--- src/hw/rtl/ptt_pkg.sv ---
`timescale 1ns / 1ps
`default_nettype none
// ----------------------------------------------------------------------------
// ptt_pkg: shared types and constants of the tick/tock timer
// Request and result word layouts and the request codes.
// ----------------------------------------------------------------------------
package ptt_pkg;

    // Request codes
    localparam logic [2:0] REQ_TICK       = 3'd0;
    localparam logic [2:0] REQ_RAISE      = 3'd1;
    localparam logic [2:0] REQ_LOWER      = 3'd2;
    localparam logic [2:0] REQ_CLEAR      = 3'd3;
    localparam logic [2:0] REQ_SET_PHASE  = 3'd4;
    localparam logic [2:0] REQ_STOP       = 3'd5;
    localparam logic [2:0] REQ_RESUME     = 3'd6;

    // Packet interval after reset, in microseconds
    localparam logic [15:0] INTERVAL_RESET = 16'd20000;

    // Frequency offset limits
    localparam logic signed [15:0] OFFSET_MAX = 16'sh7FFF;
    localparam logic signed [15:0] OFFSET_MIN = 16'sh8000;

    typedef struct packed {
        logic [2:0]         req_type;
        logic signed [15:0] phase_value;
    } ptt_req_t;

    typedef struct packed {
        logic               tick_event;
        logic               tock_event;
        logic               is_running;
        logic signed [15:0] offset_now;
        logic signed [15:0] phase_now;
    } ptt_rsp_t;

endpackage
`default_nettype wire

--- src/hw/rtl/ptt_core.sv ---
`timescale 1ns / 1ps
`default_nettype none
// ----------------------------------------------------------------------------
// ptt_core: timer state and single-pass update
// Holds counter, reloads, offset and phase; applies one request word per step
// and presents the result word of that step combinationally.
// ----------------------------------------------------------------------------
module ptt_core #(
    parameter int COUNT_WIDTH = 16
) (
    input  wire logic              clk,
    input  wire logic              rst_n,
    input  wire logic              step,
    input  wire ptt_pkg::ptt_req_t req,
    input  wire logic              cfg_we,
    input  wire logic [15:0]       cfg_data,
    output ptt_pkg::ptt_rsp_t      rsp
);
    import ptt_pkg::*;

    localparam int CW = COUNT_WIDTH;
    // Signed width wide enough for every reload sum and the counter range
    localparam int SW = (CW + 2 > 19) ? CW + 2 : 19;
    localparam logic [SW-1:0] CMAX = {{(SW-CW){1'b0}}, {CW{1'b1}}};
    localparam longint RR_RAW = longint'(INTERVAL_RESET) / 2 - 1;
    localparam longint CMAX_L = (longint'(1) <<< CW) - 1;
    localparam logic [CW-1:0] RELOAD_RESET =
        (RR_RAW > CMAX_L) ? {CW{1'b1}} : CW'(RR_RAW);

    // Clamp a signed sum into 0 .. 2^CW-1
    function automatic logic [CW-1:0] sat_reload(input logic signed [SW-1:0] v);
        logic [CW-1:0] r;
        if (v[SW-1]) begin
            r = '0;
        end else if (v > $signed(CMAX)) begin
            r = {CW{1'b1}};
        end else begin
            r = v[CW-1:0];
        end
        return r;
    endfunction

    logic [15:0]         interval_reg;
    logic [CW-1:0]       count_reg,   count_next;
    logic [CW-1:0]       active_reg,  active_next;
    logic [CW-1:0]       pending_reg, pending_next;
    logic                tick_next_reg, tick_next_next;
    logic                running_reg, running_next;
    logic signed [15:0]  offset_reg,  offset_next;
    logic signed [15:0]  phase_reg,   phase_next;

    logic [15:0]         half;
    logic [15:0]         cfg_half;
    logic signed [SW-1:0] half_ext;
    logic signed [SW-1:0] off_ext;
    logic signed [SW-1:0] phase_ext;
    logic signed [SW-1:0] tick_sum;
    logic signed [SW-1:0] tock_sum;
    logic signed [SW-1:0] cfg_sum;
    logic signed [16:0]  pv_ext;
    logic signed [16:0]  lim_pos;
    logic signed [16:0]  lim_neg;
    logic signed [15:0]  phase_clamped;
    logic                ev_tick;
    logic                ev_tock;

    // Reload candidates for the next tick and tock
    assign half      = {1'b0, interval_reg[15:1]};
    assign cfg_half  = {1'b0, cfg_data[15:1]};
    assign half_ext  = $signed({{(SW-16){1'b0}}, half});
    assign off_ext   = $signed({{(SW-16){offset_reg[15]}}, offset_reg});
    assign phase_ext = $signed({{(SW-16){phase_reg[15]}}, phase_reg});
    assign tick_sum  = half_ext + off_ext - SW'(1);
    assign tock_sum  = half_ext + phase_ext + off_ext - SW'(1);
    assign cfg_sum   = $signed({{(SW-16){1'b0}}, cfg_half}) - SW'(1);

    // Clamp the requested phase to plus or minus half the interval
    assign pv_ext  = {req.phase_value[15], req.phase_value};
    assign lim_pos = $signed({1'b0, half});
    assign lim_neg = -lim_pos;
    always_comb
    begin
        if (pv_ext > lim_pos) begin
            phase_clamped = lim_pos[15:0];
        end else if (pv_ext < lim_neg) begin
            phase_clamped = lim_neg[15:0];
        end else begin
            phase_clamped = req.phase_value;
        end
    end

    // Apply one request word
    always_comb
    begin
        count_next     = count_reg;
        active_next    = active_reg;
        pending_next   = pending_reg;
        tick_next_next = tick_next_reg;
        running_next   = running_reg;
        offset_next    = offset_reg;
        phase_next     = phase_reg;
        ev_tick        = 1'b0;
        ev_tock        = 1'b0;
        case (req.req_type)
            REQ_TICK:
            begin
                if (running_reg) begin
                    if (count_reg >= active_reg) begin
                        count_next  = '0;
                        active_next = pending_reg;
                        if (tick_next_reg) begin
                            pending_next   = sat_reload(tick_sum);
                            tick_next_next = 1'b0;
                            ev_tick        = 1'b1;
                        end else begin
                            pending_next   = sat_reload(tock_sum);
                            phase_next     = '0;
                            tick_next_next = 1'b1;
                            ev_tock        = 1'b1;
                        end
                    end else begin
                        count_next = count_reg + CW'(1);
                    end
                end
            end
            REQ_RAISE:
            begin
                if (offset_reg != OFFSET_MAX) begin
                    offset_next = offset_reg + 16'sd1;
                end
            end
            REQ_LOWER:
            begin
                if (offset_reg != OFFSET_MIN) begin
                    offset_next = offset_reg - 16'sd1;
                end
            end
            REQ_CLEAR:
            begin
                offset_next = '0;
            end
            REQ_SET_PHASE:
            begin
                phase_next = phase_clamped;
            end
            REQ_STOP:
            begin
                count_next   = '0;
                running_next = 1'b0;
            end
            REQ_RESUME:
            begin
                // Restart on a tock: active takes the plain half interval
                active_next    = sat_reload(half_ext);
                pending_next   = sat_reload(tock_sum);
                phase_next     = '0;
                tick_next_next = 1'b1;
                count_next     = '0;
                running_next   = 1'b1;
                ev_tock        = 1'b1;
            end
            default:
            begin
            end
        endcase
    end

    // Result word of this step, taken after the update
    always_comb
    begin
        rsp.tick_event = ev_tick;
        rsp.tock_event = ev_tock;
        rsp.is_running = running_next;
        rsp.offset_now = offset_next;
        rsp.phase_now  = phase_next;
    end

    // Hold state; advance on a step, take the interval on a write
    always_ff @(posedge clk or negedge rst_n)
    begin
        if (!rst_n) begin
            interval_reg  <= INTERVAL_RESET;
            count_reg     <= '0;
            active_reg    <= RELOAD_RESET;
            pending_reg   <= RELOAD_RESET;
            tick_next_reg <= 1'b0;
            running_reg   <= 1'b0;
            offset_reg    <= '0;
            phase_reg     <= '0;
        end else if (cfg_we) begin
            interval_reg <= cfg_data;
            pending_reg  <= sat_reload(cfg_sum);
        end else if (step) begin
            count_reg     <= count_next;
            active_reg    <= active_next;
            pending_reg   <= pending_next;
            tick_next_reg <= tick_next_next;
            running_reg   <= running_next;
            offset_reg    <= offset_next;
            phase_reg     <= phase_next;
        end
    end

`ifndef SYNTH
    a_stop_halts: assert property (@(posedge clk) disable iff (!rst_n)
        step && !cfg_we && req.req_type == REQ_STOP |=> !running_reg && count_reg == '0)
        else $error("stop did not halt the counter");
    a_resume_restarts: assert property (@(posedge clk) disable iff (!rst_n)
        step && !cfg_we && req.req_type == REQ_RESUME
        |=> running_reg && tick_next_reg && count_reg == '0 && phase_reg == '0)
        else $error("resume did not restart on a tock");
    a_one_event: assert property (@(posedge clk) disable iff (!rst_n)
        !(rsp.tick_event && rsp.tock_event))
        else $error("tick and tock fired together");
    a_tock_clears_phase: assert property (@(posedge clk) disable iff (!rst_n)
        step && !cfg_we && rsp.tock_event |=> phase_reg == '0 && tick_next_reg)
        else $error("tock left a phase shift pending");
    a_stopped_holds: assert property (@(posedge clk) disable iff (!rst_n)
        step && !cfg_we && !running_reg && req.req_type == REQ_TICK |=> $stable(count_reg))
        else $error("counter moved while stopped");
`endif

endmodule
`default_nettype wire

--- src/hw/rtl/phase_locked_tick_tock_timer.sv ---
`timescale 1ns / 1ps
`default_nettype none
// Path: an accepted request word waits in the input register, and its result
//   word is then captured in the result register; rsp_stall can hold it there.
// Throughput: one word per cycle unless stalled (ptt_core single-pass update).
// Reset: rst_n clears all control state at once; interval 20000 us, timer
//   stopped, next event a tock, offset and phase zero. No clearing pass.
// ----------------------------------------------------------------------------
// phase_locked_tick_tock_timer: microsecond tick/tock packet timer
// Input register, single-pass timer update, registered result word.
// ----------------------------------------------------------------------------
module phase_locked_tick_tock_timer #(
    parameter int COUNT_WIDTH = 16
) (
    input  wire logic              clk,
    input  wire logic              rst_n,
    input  wire logic              req_valid,
    output logic                   req_stall,
    input  wire ptt_pkg::ptt_req_t req_word,
    output logic                   rsp_valid,
    input  wire logic              rsp_stall,
    output ptt_pkg::ptt_rsp_t      rsp_word,
    input  wire logic              cfg_valid,
    output logic                   cfg_ready,
    input  wire logic [15:0]       cfg_data
);
    import ptt_pkg::*;

    logic      s1_valid_reg, s1_valid_next;
    ptt_req_t  s1_word_reg;
    logic      rsp_valid_reg, rsp_valid_next;
    ptt_rsp_t  rsp_word_reg;
    ptt_rsp_t  core_rsp;
    logic      advance;
    logic      step;
    logic      accept;

    // Move the held word on when the result register is free or drained
    assign advance   = !rsp_valid_reg || !rsp_stall;
    assign step      = s1_valid_reg && advance;
    assign req_stall = s1_valid_reg && !advance;
    assign accept    = req_valid && !req_stall;
    assign cfg_ready = 1'b1;

    assign s1_valid_next  = accept ? 1'b1 : (step ? 1'b0 : s1_valid_reg);
    assign rsp_valid_next = step ? 1'b1 : (rsp_valid_reg && rsp_stall);

    ptt_core #(
        .COUNT_WIDTH(COUNT_WIDTH)
    ) u_core (
        .clk      (clk),
        .rst_n    (rst_n),
        .step     (step),
        .req      (s1_word_reg),
        .cfg_we   (cfg_valid && cfg_ready),
        .cfg_data (cfg_data),
        .rsp      (core_rsp)
    );

    // Hold valid flags
    always_ff @(posedge clk or negedge rst_n)
    begin
        if (!rst_n) begin
            s1_valid_reg  <= 1'b0;
            rsp_valid_reg <= 1'b0;
        end else begin
            s1_valid_reg  <= s1_valid_next;
            rsp_valid_reg <= rsp_valid_next;
        end
    end

    // Capture the request word and the result word
    always_ff @(posedge clk)
    begin
        if (accept) begin
            s1_word_reg <= req_word;
        end
        if (step) begin
            rsp_word_reg <= core_rsp;
        end
    end

    assign rsp_valid = rsp_valid_reg;
    assign rsp_word  = rsp_word_reg;

endmodule
`default_nettype wire
--- config.mk ---
export PLATFORM = sky130hd
export DESIGN_NAME = phase_locked_tick_tock_timer
export DESIGN_NICKNAME = d
export VERILOG_FILES = /design/src/hw/rtl/ptt_pkg.sv /design/src/hw/rtl/ptt_core.sv /design/src/hw/rtl/phase_locked_tick_tock_timer.sv
export SDC_FILE = /design/constraint.sdc
export NUM_CORES = 1
export LEC_CHECK = 0
export ABC_AREA = 0
export BUFFER_PORTS_ARGS = -buffer_cell sky130_fd_sc_hd__buf_4
export CORE_AREA = 2 2 139 243
export CTS_BUF_LIST = sky130_fd_sc_hd__clkbuf_4 sky130_fd_sc_hd__clkbuf_8 sky130_fd_sc_hd__clkbuf_16
export DETAILED_ROUTE_END_ITERATION = 10
export DIE_AREA = 0 0 141 245
export SLEW_MARGIN = 20
export SYNTH_ARGS = -nofsm -noshare
export SYNTH_HDL_FRONTEND = slang
export SYNTH_SLANG_ARGS = --single-unit
--- constraint.sdc ---
create_clock -name clk -period 6.3 [get_ports clk]
set_input_delay 1.26 -clock clk [delete_from_list [all_inputs] [get_ports clk]]
set_output_delay 1.26 -clock clk [all_outputs]
set_load 0.005 [all_outputs]
==> flow_summary.toml <==
[placement]
place_congestion = 0.947
dp_hpwl_mm = 31.5
portBuffers = 75
dp.cells = 1820

[sta]
rsz0062_at_grt = "false"
slew_headroom_pct = 14.6
slew_viol_final = 0
finalHoldViolCount = 0
setup_viol = 0
fin_crit_ns = 5.48
timing.setup.tns_ns = 0
timing.final.crit_share_pct = 87.0
worst-slew-pin-transition_ns = 1.27
skew_ns = 0.0106
timing.fmax_ghz = 0.182

[yosys]
yosysWarnings = 0
synth_cells = 1377
synth.cell_area_mm2 = 0.0123
synth_cell_types = 89
synth_edf_count = 54
ys_ff_latch = 153
async_reset_ff_share_pct = 64.7
syn_avg_cell_area_um2 = 8.91
ys_seq_area_share_pct = 33.6
postSynthNetCount = 1523
ys.flop_type = "dfrtp_1"

[cts]
hold_buffers = 0
cts_buffer_depth = 2
numCtsBuffers = 17
cts_tree = "built"
clk_pin_slew_ns = 0.07
ctsResizeCount = 0
htreeDepth = 4
post_cts_buffers = 0
clock_sinks = 153
worstSkewPairLatency_ns = 0.45
cts-root-buf = "clkbuf_16"

[cells_and_area]
final_cells = 1852
area_delta_synth_final_pct = 12.9
multi_input_area_mm2 = 0.00761
final.fill_count = 3173
largest_reg_flops = 35
seq_area_mm2 = 0.00413
fin_nets = 1580
n_antenna_cell = 0
layout-drive-gt1-share_pct = 13.3

[worst_hold_path]
hp-class = "register to register"

[run]
cap_viol_max_count = 0

[die]
initial_utilization_pct = 37.5
fp.dieH_um = 245
die_area_mm2 = 0.0345
rows = 88
core_mm2 = 0.0327
die_w_um = 141
io_pins = 78

[global_routing]
track_usage_pct = 23.8
grt_pass1_wl_mm = 62.6
grt_max_degree = 60
grt_overflow = 0
antenna_found_initial = 0
grt_pass1_vias = 11167

[drt]
num_vias = 11066
dr.pass1.iters = 5
route.detailed.drc = 0
wl_mm = 40.3
antenna_left = 0
route.detailed.wl_per_inst_um = 21.7
viasPerCell = 5.98
drt_iter0_markers = 791

[worst_setup_path]
crit_arrival_ns = 5.80
crit_fanout = 17
cp-start-kind = "register"
critPathKind = "register to register"
critPathCaptureType = "register"
cp.required_ns = 6.62

[pwr]
total_leakage_power_nw = 6.01
power_density_mw_per_mm2 = 436
ir_drop_v = 0.000252

[outcome]
status = "complete, no violations"
cell families (layout without fill, tap and decap cells):
logic type | count (synthesis) | in the layout | synth area share, %
buffers and inverters | 145 | 215 | 4.52
and+or+nand+nor | 442 | 442 | 18.2
other | 1 | 1 | 0.0306
DFF | 153 | 153 | 33.6
xor gates and xnor gates | 69 | 69 | 5.05
muxes | 39 | 39 | 3.32
AOI/OAI and AO/OA | 422 | 422 | 23.4
adders and majority gates | 106 | 106 | 11.8
placed cells by master, fill, tap and decap left out, types with 12 or more instances in the layout:
master / instances
xnor2_1: 42
nand2b_1: 29
a22o_1: 14
nor2_1: 83
mux2i_1: 25
o21a_1: 14
o21ai_0: 115
and3_1: 27
buf_4: 101
or3_1: 15
a211oi_1: 14
o31ai_1: 15
edfxtp_1: 54
o211ai_1: 14
nand3_1: 33
ha_1: 89
nand4_1: 19
inv_1: 81
nor4_1: 14
clkbuf_16: 17
nor3_1: 42
dfrtp_1: 78
mux2_2: 14
a21o_1: 35
nand2_1: 124
a32o_1: 12
a22oi_1: 12
a31oi_1: 19
fa_1: 17
dfstp_2: 21
a21oi_1: 56
xor2_1: 26
metrics by stage:
step | util [%] | worst slack, ns | area (µm²) | power, W | hold WS (ns)
final | 42.4 | 0.820 | 13900 | 0.00605 | 0.480
after global routing | 42.4 | 0.501 | 13900 | 0.00648 | 0.504
after CTS | 42.4 | 0.881 | 13900 | 0.00602 | 0.484
after detailed placement | 40.7 | 0.916 | 13300 | 0.00502 | 0.473
after global placement | 40.7 | 0.950 | 13300 | 0.00498 | 0.464
after floorplan | - | 1.74 | 12300 | 0.00398 | 0.450
critical path, stage by stage (launching register included):
cell       delay, ns
dfrtp_1         0.47
inv_1           0.26
ha_1            0.29
nand3_1         0.23
or3_1           0.44
or2_2           0.33
xnor2_1         0.23
ha_1            0.29
a21o_1          0.18
a21o_1          0.17
a21oi_1         0.19
nor2_1          0.06
a2111oi_0       0.47
a31oi_2         0.41
buf_4           0.33
mux2i_1         0.13
a22oi_1         0.62
a22o_1          0.23
cells in the mapped netlist, types with 8 or more instances:
cell type | number | share of area [%]
a211o_1 | 9 | 0.64
a211oi_1 | 14 | 0.86
a21o_1 | 35 | 2.1
a21oi_1 | 56 | 2.3
a22o_1 | 14 | 1.0
a22oi_1 | 12 | 0.73
a31oi_1 | 20 | 1.0
a32o_1 | 12 | 0.98
and2_1 | 10 | 0.51
and3_1 | 27 | 1.4
clkbuf_1 | 55 | 1.7
dfrtp_1 | 78 | 16
dfstp_2 | 21 | 4.5
edfxtp_1 | 54 | 13
fa_1 | 17 | 2.8
ha_1 | 89 | 9.1
inv_1 | 81 | 2.5
mux2_2 | 14 | 1.3
mux2i_1 | 25 | 2.0
nand2_1 | 124 | 3.8
nand2b_1 | 29 | 1.5
nand3_1 | 33 | 1.3
nand4_1 | 19 | 0.97
nor2_1 | 84 | 2.6
nor2b_1 | 9 | 0.46
nor3_1 | 43 | 1.8
nor4_1 | 14 | 0.71
o211ai_1 | 14 | 0.86
o21a_1 | 14 | 0.86
o21ai_0 | 116 | 4.7
o21ai_1 | 9 | 0.37
o221ai_1 | 8 | 0.57
o31ai_1 | 15 | 0.92
or3_1 | 15 | 0.76
or4_1 | 8 | 0.49
xnor2_1 | 42 | 3.0
xor2_1 | 26 | 1.9
per-layer routing:
| metal | wire (µm) | up-vias | share of wire (%) | GRT usage, % |
|---|---|---|---|---|
| li1 | - | 5239 | - | - |
| met1 | 14400 | 5359 | 36 | 24.2 |
| met2 | 21300 | 335 | 53 | 44.0 |
| met3 | 1470 | 133 | 3.7 | 3.53 |
| met4 | 3050 | 0 | 7.6 | 16.7 |
| met5 | 0 | - | 0 | 0 |
worst paths after layout:
check	from	cells after the start	slack (ns)	to
setup / recovery	u_core.interval_reg[2]	17	0.82	rsp_word[14]
hold / removal	u_core.active_reg[6]	2	0.48	u_core.active_reg[6]
setup reg to reg	u_core.interval_reg[2]	17	0.82	rsp_word[14]
hold reg to reg	u_core.active_reg[6]	2	0.48	u_core.active_reg[6]
max in group asynchronous	rst_n	2	4.22	u_core.phase_reg[8]
min in group asynchronous	rst_n	1	0.81	rsp_valid
power breakdown:
group          switching [W]  internal [W]  total [W]
Clock               0.000461      0.000517   0.000979
Combinational        0.00218       0.00135    0.00353
Sequential          0.000275       0.00126    0.00154
Total                0.00292       0.00313    0.00605
layout make-up:
cell class                      count  area share [%]
Tap cell                          405            3.66
Multi-Input combinational cell   1079            55.0
Sequential cell                   153            29.8
Clock buffer                       18            3.12
Timing Repair Buffer              101            5.47
Clock inverter                     14           0.804
Inverter                           82            2.22
(Power assumes the default switching activity.)
